File: config.mk
export PLATFORM = sky130hd
export DESIGN_NAME = clock_calendar_counter_unit
export DESIGN_NICKNAME = d
export VERILOG_FILES = /design/src/rtl/ccc_pkg.sv /design/src/rtl/clock_calendar_counter_unit.sv /design/src/rtl/ccc_decode.sv /design/src/rtl/ccc_core.sv
export VERILOG_INCLUDE_DIRS = /design/src /design/src/rtl
export SDC_FILE = /design/constraint.sdc
export NUM_CORES = 1
export LEC_CHECK = 0
export ABC_AREA = 1
export BUFFER_PORTS_ARGS = -buffer_cell sky130_fd_sc_hd__buf_2
export CAP_MARGIN = 20
export CELL_PAD_IN_SITES_DETAIL_PLACEMENT = 2
export CELL_PAD_IN_SITES_GLOBAL_PLACEMENT = 2
export CORE_MARGIN = 2
export CORE_UTILIZATION = 38
export CTS_CLUSTER_SIZE = 10
export DETAILED_ROUTE_END_ITERATION = 8
export PLACE_DENSITY = 0.93
export SETUP_SLACK_MARGIN = 0.2
export SYNTH_ARGS = -nofsm -noshare
export SYNTH_HDL_FRONTEND = slang
export SYNTH_SLANG_ARGS = --single-unit
File: constraint.sdc
create_clock -name clk -period 20 [get_ports clk]
set_clock_uncertainty 0.2 [all_clocks]
set_input_delay 2 -clock clk [delete_from_list [all_inputs] [get_ports clk]]
set_output_delay 2 -clock clk [all_outputs]
set_load 0.005 [all_outputs]
File: src/rtl/clock_calendar_counter_unit_assert.svh
// Assertion macros for the clock and calendar unit.
// Every use samples on clk and is disabled while rst is high.
`ifndef CLOCK_CALENDAR_COUNTER_UNIT_ASSERT_SVH
`define CLOCK_CALENDAR_COUNTER_UNIT_ASSERT_SVH

`ifndef SYNTHESIS

`define CCC_ASSERT(lbl, prop, msg) \
  lbl: assert property (@(posedge clk) disable iff (rst) (prop)) else $error(msg);

`define CCC_ASSERT_NEXT(lbl, ante, cons, msg) \
  lbl: assert property (@(posedge clk) disable iff (rst) (ante) |=> (cons)) else $error(msg);

`else

`define CCC_ASSERT(lbl, prop, msg)

`define CCC_ASSERT_NEXT(lbl, ante, cons, msg)

`endif

`endif

File: src/rtl/ccc_pkg.sv
package ccc_pkg;

  localparam logic OP_TICK = 1'b0;
  localparam logic OP_SET  = 1'b1;

  localparam logic FMT_24H = 1'b0;
  localparam logic FMT_12H = 1'b1;

  localparam int S_TDATA_W = 16;
  localparam int M_TDATA_W = 80;

  localparam logic [5:0]  MAX_SEC     = 6'd59;
  localparam logic [5:0]  MAX_MIN     = 6'd59;
  localparam logic [4:0]  MAX_HOUR_24 = 5'd23;
  localparam logic [4:0]  NOON_HOUR   = 5'd12;
  localparam logic [13:0] MAX_YEAR    = 14'd9999;

  localparam logic [13:0] RESET_YEAR    = 14'd2022;
  localparam logic [6:0]  RESET_YEAR_HI = 7'd20;
  localparam logic [6:0]  RESET_YEAR_LO = 7'd22;
  localparam logic [6:0]  LAST_YEAR_LO  = 7'd99;

  // reciprocal of 100 scaled by 2^19, exact for 14-bit values
  localparam logic [12:0] RECIP_100 = 13'd5243;
  localparam int          RECIP_SH  = 19;

  typedef struct packed {
    logic       op;
    logic [4:0] hour;
    logic [5:0] minute;
  } item_t;

  function automatic logic [4:0] month_days(input logic [3:0] m, input logic leap);
    logic [4:0] d;
    case (m)
      4'd2:                      d = leap ? 5'd29 : 5'd28;
      4'd4, 4'd6, 4'd9, 4'd11:   d = 5'd30;
      default:                   d = 5'd31;
    endcase
    return d;
  endfunction

endpackage

File: src/rtl/clock_calendar_counter_unit.sv
// Real-time clock and calendar.
// Input stream: s_tuser selects the operation (0 one-second tick, 1 set
// time), s_tdata carries a decimal HHMM value for a set word. Every input
// word produces exactly one output word on m_* with the full time and date
// after that word, plus the wrapping tick count.
// Config channel: cfg_data selects the hour format (0 24-hour, 1 12-hour
// with pm flag); cfg_ready is always high. Write it only while idle.
// Path: decode register, then calendar registers, then m_tdata.
// Throughput: one word per cycle while m_tready is high; the decode register
// feeds the calendar update, which is combinational.
// Reset: 00:00:00, 1 January 2022, 24-hour mode, tick count 0.
// Receiver stall: the result holds on m_tdata; the decode register takes at
// most one more word, then s_tready stays low until m_tready returns.
module clock_calendar_counter_unit import ccc_pkg::*; (
  input  logic                 clk,
  input  logic                 rst,
  input  logic                 s_tvalid,
  output logic                 s_tready,
  input  logic [S_TDATA_W-1:0] s_tdata,  // [13:0] time_value
  input  logic                 s_tuser,  // [0] operation
  output logic                 m_tvalid,
  input  logic                 m_tready,
  // [5:0] seconds, [11:6] minutes, [16:12] hours, [17] pm, [22:18] day,
  // [26:23] month, [40:27] year, [72:41] tick_count, rest zero
  output logic [M_TDATA_W-1:0] m_tdata,
  input  logic                 cfg_valid,
  output logic                 cfg_ready,
  input  logic                 cfg_data
);

  logic        fmt;
  logic        advance;
  logic        itm_valid;
  item_t       itm;
  logic [5:0]  sec;
  logic [5:0]  min;
  logic [4:0]  hour;
  logic        pm;
  logic [4:0]  day;
  logic [3:0]  month;
  logic [13:0] year;
  logic [31:0] ticks;

  assign cfg_ready = 1'b1;

  always_ff @(posedge clk) begin
    if (rst) begin
      fmt <= FMT_24H;
    end else if (cfg_valid) begin
      fmt <= cfg_data;
    end
  end

  ccc_decode u_decode (
    .clk       (clk),
    .rst       (rst),
    .s_tvalid  (s_tvalid),
    .s_tready  (s_tready),
    .s_tdata   (s_tdata),
    .s_tuser   (s_tuser),
    .advance   (advance),
    .itm_valid (itm_valid),
    .itm       (itm)
  );

  ccc_core u_core (
    .clk       (clk),
    .rst       (rst),
    .fmt       (fmt),
    .itm_valid (itm_valid),
    .itm       (itm),
    .advance   (advance),
    .out_valid (m_tvalid),
    .out_ready (m_tready),
    .sec       (sec),
    .min       (min),
    .hour      (hour),
    .pm        (pm),
    .day       (day),
    .month     (month),
    .year      (year),
    .ticks     (ticks)
  );

  assign m_tdata = {7'd0, ticks, year, month, day, (fmt == FMT_12H) && pm, hour, min, sec};

endmodule

File: src/rtl/ccc_decode.sv
module ccc_decode import ccc_pkg::*; (
  input  logic                 clk,
  input  logic                 rst,
  input  logic                 s_tvalid,
  output logic                 s_tready,
  input  logic [S_TDATA_W-1:0] s_tdata,  // [13:0] time_value
  input  logic                 s_tuser,  // [0] operation
  input  logic                 advance,
  output logic                 itm_valid,
  output item_t                itm
);

  logic [13:0] tv;
  logic [26:0] prod;
  logic [7:0]  quo;
  logic [13:0] quo100;
  logic [13:0] rem;
  item_t       itm_next;

  assign tv     = s_tdata[13:0];
  assign prod   = 27'(tv) * 27'(RECIP_100);
  assign quo    = prod[RECIP_SH +: 8];
  assign quo100 = (14'(quo) << 6) + (14'(quo) << 5) + (14'(quo) << 2);
  assign rem    = tv - quo100;

  always_comb begin
    itm_next.op     = s_tuser;
    itm_next.hour   = (quo > 8'(MAX_HOUR_24)) ? MAX_HOUR_24 : quo[4:0];
    itm_next.minute = (rem > 14'(MAX_MIN)) ? MAX_MIN : rem[5:0];
  end

  assign s_tready = !itm_valid || advance;

  always_ff @(posedge clk) begin
    if (rst) begin
      itm_valid <= 1'b0;
    end else if (s_tready) begin
      itm_valid <= s_tvalid;
    end
  end

  always_ff @(posedge clk) begin
    if (s_tready && s_tvalid) begin
      itm <= itm_next;
    end
  end

endmodule

File: src/rtl/ccc_core.sv
`include "clock_calendar_counter_unit_assert.svh"

module ccc_core import ccc_pkg::*; (
  input  logic        clk,
  input  logic        rst,
  input  logic        fmt,
  input  logic        itm_valid,
  input  item_t       itm,
  output logic        advance,
  output logic        out_valid,
  input  logic        out_ready,
  output logic [5:0]  sec,
  output logic [5:0]  min,
  output logic [4:0]  hour,
  output logic        pm,
  output logic [4:0]  day,
  output logic [3:0]  month,
  output logic [13:0] year,
  output logic [31:0] ticks
);

  logic [6:0]  year_hi;
  logic [6:0]  year_lo;
  logic [5:0]  sec_next;
  logic [5:0]  min_next;
  logic [4:0]  hour_next;
  logic        pm_next;
  logic [4:0]  day_next;
  logic [3:0]  month_next;
  logic [13:0] year_next;
  logic [6:0]  year_hi_next;
  logic [6:0]  year_lo_next;
  logic [31:0] ticks_next;
  logic        midnight;
  logic        leap;
  logic [5:0]  day_inc;
  logic        step;

  assign advance = !out_valid || out_ready;
  assign step    = itm_valid && advance;
  assign leap    = (year_lo != 7'd0) ? (year_lo[1:0] == 2'd0) : (year_hi[1:0] == 2'd0);
  assign day_inc = 6'(day) + 6'd1;

  always_comb begin
    sec_next     = sec;
    min_next     = min;
    hour_next    = hour;
    pm_next      = pm;
    day_next     = day;
    month_next   = month;
    year_next    = year;
    year_hi_next = year_hi;
    year_lo_next = year_lo;
    ticks_next   = ticks;
    midnight     = 1'b0;
    if (itm.op == OP_SET) begin
      hour_next = itm.hour;
      min_next  = itm.minute;
      sec_next  = 6'd0;
    end else begin
      ticks_next = ticks + 32'd1;
      if (sec >= MAX_SEC) begin
        sec_next = 6'd0;
        if (min >= MAX_MIN) begin
          min_next = 6'd0;
          if (fmt == FMT_12H) begin
            if (hour >= NOON_HOUR) begin
              hour_next = 5'd1;
            end else begin
              hour_next = hour + 5'd1;
              if (hour_next == NOON_HOUR) begin
                pm_next  = !pm;
                midnight = pm;
              end
            end
          end else begin
            if (hour >= MAX_HOUR_24) begin
              hour_next = 5'd0;
              midnight  = 1'b1;
            end else begin
              hour_next = hour + 5'd1;
            end
          end
        end else begin
          min_next = min + 6'd1;
        end
      end else begin
        sec_next = sec + 6'd1;
      end
      if (midnight) begin
        if (day_inc > 6'(month_days(month, leap))) begin
          day_next = 5'd1;
          if (month >= 4'd12) begin
            month_next = 4'd1;
            if (year < MAX_YEAR) begin
              year_next = year + 14'd1;
              if (year_lo == LAST_YEAR_LO) begin
                year_lo_next = 7'd0;
                year_hi_next = year_hi + 7'd1;
              end else begin
                year_lo_next = year_lo + 7'd1;
              end
            end
          end else begin
            month_next = month + 4'd1;
          end
        end else begin
          day_next = day_inc[4:0];
        end
      end
    end
  end

  always_ff @(posedge clk) begin
    if (rst) begin
      out_valid <= 1'b0;
      sec       <= 6'd0;
      min       <= 6'd0;
      hour      <= 5'd0;
      pm        <= 1'b0;
      day       <= 5'd1;
      month     <= 4'd1;
      year      <= RESET_YEAR;
      year_hi   <= RESET_YEAR_HI;
      year_lo   <= RESET_YEAR_LO;
      ticks     <= 32'd0;
    end else begin
      if (advance) begin
        out_valid <= itm_valid;
      end
      if (step) begin
        sec     <= sec_next;
        min     <= min_next;
        hour    <= hour_next;
        pm      <= pm_next;
        day     <= day_next;
        month   <= month_next;
        year    <= year_next;
        year_hi <= year_hi_next;
        year_lo <= year_lo_next;
        ticks   <= ticks_next;
      end
    end
  end

  `CCC_ASSERT(a_time_range, (sec <= MAX_SEC) && (min <= MAX_MIN), "time out of range")
  `CCC_ASSERT(a_date_range, (day != 5'd0) && (month != 4'd0) && (month <= 4'd12),
              "date out of range")
  `CCC_ASSERT(a_year_split, (year == 14'(year_hi) * 14'd100 + 14'(year_lo)) && (year <= MAX_YEAR),
              "year split counters disagree")
  `CCC_ASSERT_NEXT(a_tick_count, step && (itm.op == OP_TICK), ticks == $past(ticks) + 32'd1,
                   "tick count did not advance")
  `CCC_ASSERT_NEXT(a_hold_stall, out_valid && !out_ready, out_valid && $stable(ticks) &&
                   $stable(sec) && $stable(day), "result changed while stalled")

endmodule
==> results.cfg <==
[setup_path]
worst_ep_required_time_ns = 19.89
start_kind = input pin
cpMaxStageDelayCell = fa_1
path_max_fanout = 6
cp-end-kind = register
cp_common_cell = nand2_1
crit_arrival_ns = 9.86
max_stage_delay_ns = 0.59
critical_path_class = in2reg

[grt]
grt_util_met1 = 0.299
grt_pass1_vias = 11900
grt_pass1_wl_microns = 66800
antenna_found_initial = 0
grt_overflow_total = 0
track_usage = 0.304
grt_most_used_layer = met2
grt_max_degree = 39
grt.met2_usage = 0.614
grt_use_met3 = 0.0358

[cells_and_area]
final_cell_mix = 321 x nand2_1, 287 x inv_1, 133 x ha_1
drive_gt1_frac = 0.0888
fin_area_sq_um = 11400
num_antenna_cells = 0
mostFrequentLayoutCell = nand2_1
syn_to_final_growth_pct = 10.8
final_nets = 1745

[placement]
post_dp_cell_area_sq_um = 11100
gp_congestion = 0.868
port-buffer-count = 95
hpwl_microns = 34100

[clocking]
htree_levels = 3
cts-root-buf = clkbuf_16
clk_latency_ns = 0.37
cts_buffers = 9
cts_tree = done
postCtsHoldBufs = 0
clk_pin_slew_ns = 0.08
clock-sinks = 97
cts_resized = 0
post_cts_buffers = 0
clockBufferDepth = 2

[timing]
slew_headroom = 0.345
finalSetupViolCount = 0
max_freq_mhz = 100
min_period_ns = 9.97
hold-worst-slack_ns = 0.315
drv_slew = 0
rsz0062_at_grt = no
fin_setup_tns_ns = 0
hold_violations = 0
worstMarginPinSlew_ns = 0.973
period_share = 0.499

[route]
drtIter0Drc = 437
wire_per_inst_microns = 22.7
vias = 10100
drt.antenna.violating_nets = 0
wl_microns = 42300
firstDrtPassIters = 4
vias_per_cell = 5.44
route.detailed.drc = 0

[synth]
yosys.area.top_type = dfxtp_1
synth.distinct_cells = 49
yosys.area.top_type_share = 0.165
avgSynthCellArea_sq_um = 7.22
yosysSeqAreaShare = 0.200
synth_top_family_by_area = adder cells
synthSimpleGateAreaFrac = 0.259
synthMuxAreaShare = 0
synth_area_sq_um = 10300
synth_area_leaders = dfxtp_1 16%, ha_1 16%, fa_1 14%
synthArstFlopShare = 0
synth-seq-cells = 97
yosys_most_used_dff = dfxtp_1
synth-xor-area-share = 0.0323
synth-compound-area-share = 0.0841
synth_edf_count = 12
postSynthCellCount = 1429
synth_adder_area_share = 0.303
ys.warnings.count = 0

[floorplan]
core_sq_um = 26800
die_area_sq_um = 28500
ios = 106
fp.dieW_microns = 169
initial_core_util = 0.385
rows = 60
die_h_microns = 169

[outcome]
status = complete, no violations

[worst_hold_path]
hold_class = reg2reg

[job]
max_cap_violations = 0
worst paths after layout:
kind                           from               end  slack (ns)  cells after the start
setup / recovery         s_tdata[5]   u_decode.itm[0]       10.03                     34
hold / removal     u_core.ticks[18]  u_core.ticks[18]        0.31                      2
setup reg to reg  u_core.year_hi[0]    u_core.year[6]       16.46                     15
hold reg to reg    u_core.ticks[18]  u_core.ticks[18]        0.31                      2
critical path, delay by kind of cell:
kind | cells | cell delay [ns]
buf+inv | 8 | 0.87
compound gates | 1 | 0.34
fa+ha+maj | 9 | 4.24
simple gates | 16 | 2.43
metrics by stage:
step           utilization  worst slack, ns  cells
4_1_cts              0.426            10.07   1862
3_5_place_dp         0.414             9.68   1846
3_3_place_gp         0.414            10.56   1846
2_1_floorplan            -            11.66   1435
5_1_grt              0.426             9.68   1862
6_report             0.426            10.03   1862
cell families (layout without fill, tap and decap cells):
kind of cell | count (synthesis) | after routing
xor+xnor | 38 | 38
fa+ha+maj | 206 | 206
buf+inv | 317 | 403
other cells | 2 | 8
simple gates | 609 | 609
flops | 97 | 97
compound gates | 160 | 160
flip-flops by register name (all words and copies together) (netlist names):
signal              count
u_core.sec              6
u_core.year_lo          7
u_core.pm               1
u_core.year_hi          2
u_core.out_valid        1
u_core.month            4
u_core.min              6
u_decode.itm           12
u_core.year            14
u_decode.itm_valid      1
u_core.hour             5
fmt                     1
u_core.day              5
u_core.ticks           32
area by class of cell:
cell class                      instances  area (sq um)
Timing Repair Buffer                   96           483
Inverter                              291          1090
Fill cell                            3195         15400
Multi-Input combinational cell       1021          7030
Tap cell                              341           427
Sequential cell                        97          2060
Clock buffer                           12           258
Clock inverter                          4          73.8
Yosys cell counts (all sizes together), types with 3 or more instances:
| cell type | number |
|---|---|
| nand2 | 324 |
| nor3 | 34 |
| a21oi | 89 |
| xnor2 | 11 |
| o21ai | 50 |
| dfxtp | 85 |
| o21bai | 4 |
| nor2 | 134 |
| buf | 15 |
| inv | 290 |
| xor2 | 27 |
| o21a | 3 |
| ha | 133 |
| nor4 | 5 |
| nand3 | 79 |
| o211ai | 5 |
| nand3b | 7 |
| nand4 | 21 |
| edfxtp | 12 |
| clkbuf | 11 |
| fa | 73 |
routing by layer:
| layer | vias to the layer above | share of wire |
|---|---|---|
| met5 | - | 0 |
| met1 | 5107 | 0.36 |
| met2 | 231 | 0.56 |
| li1 | 4659 | - |
| met3 | 127 | 0.026 |
| met4 | 0 | 0.053 |
Power is not shown: default switching activity piles up to over one toggle a cycle in this logic, so the estimate is an artifact.
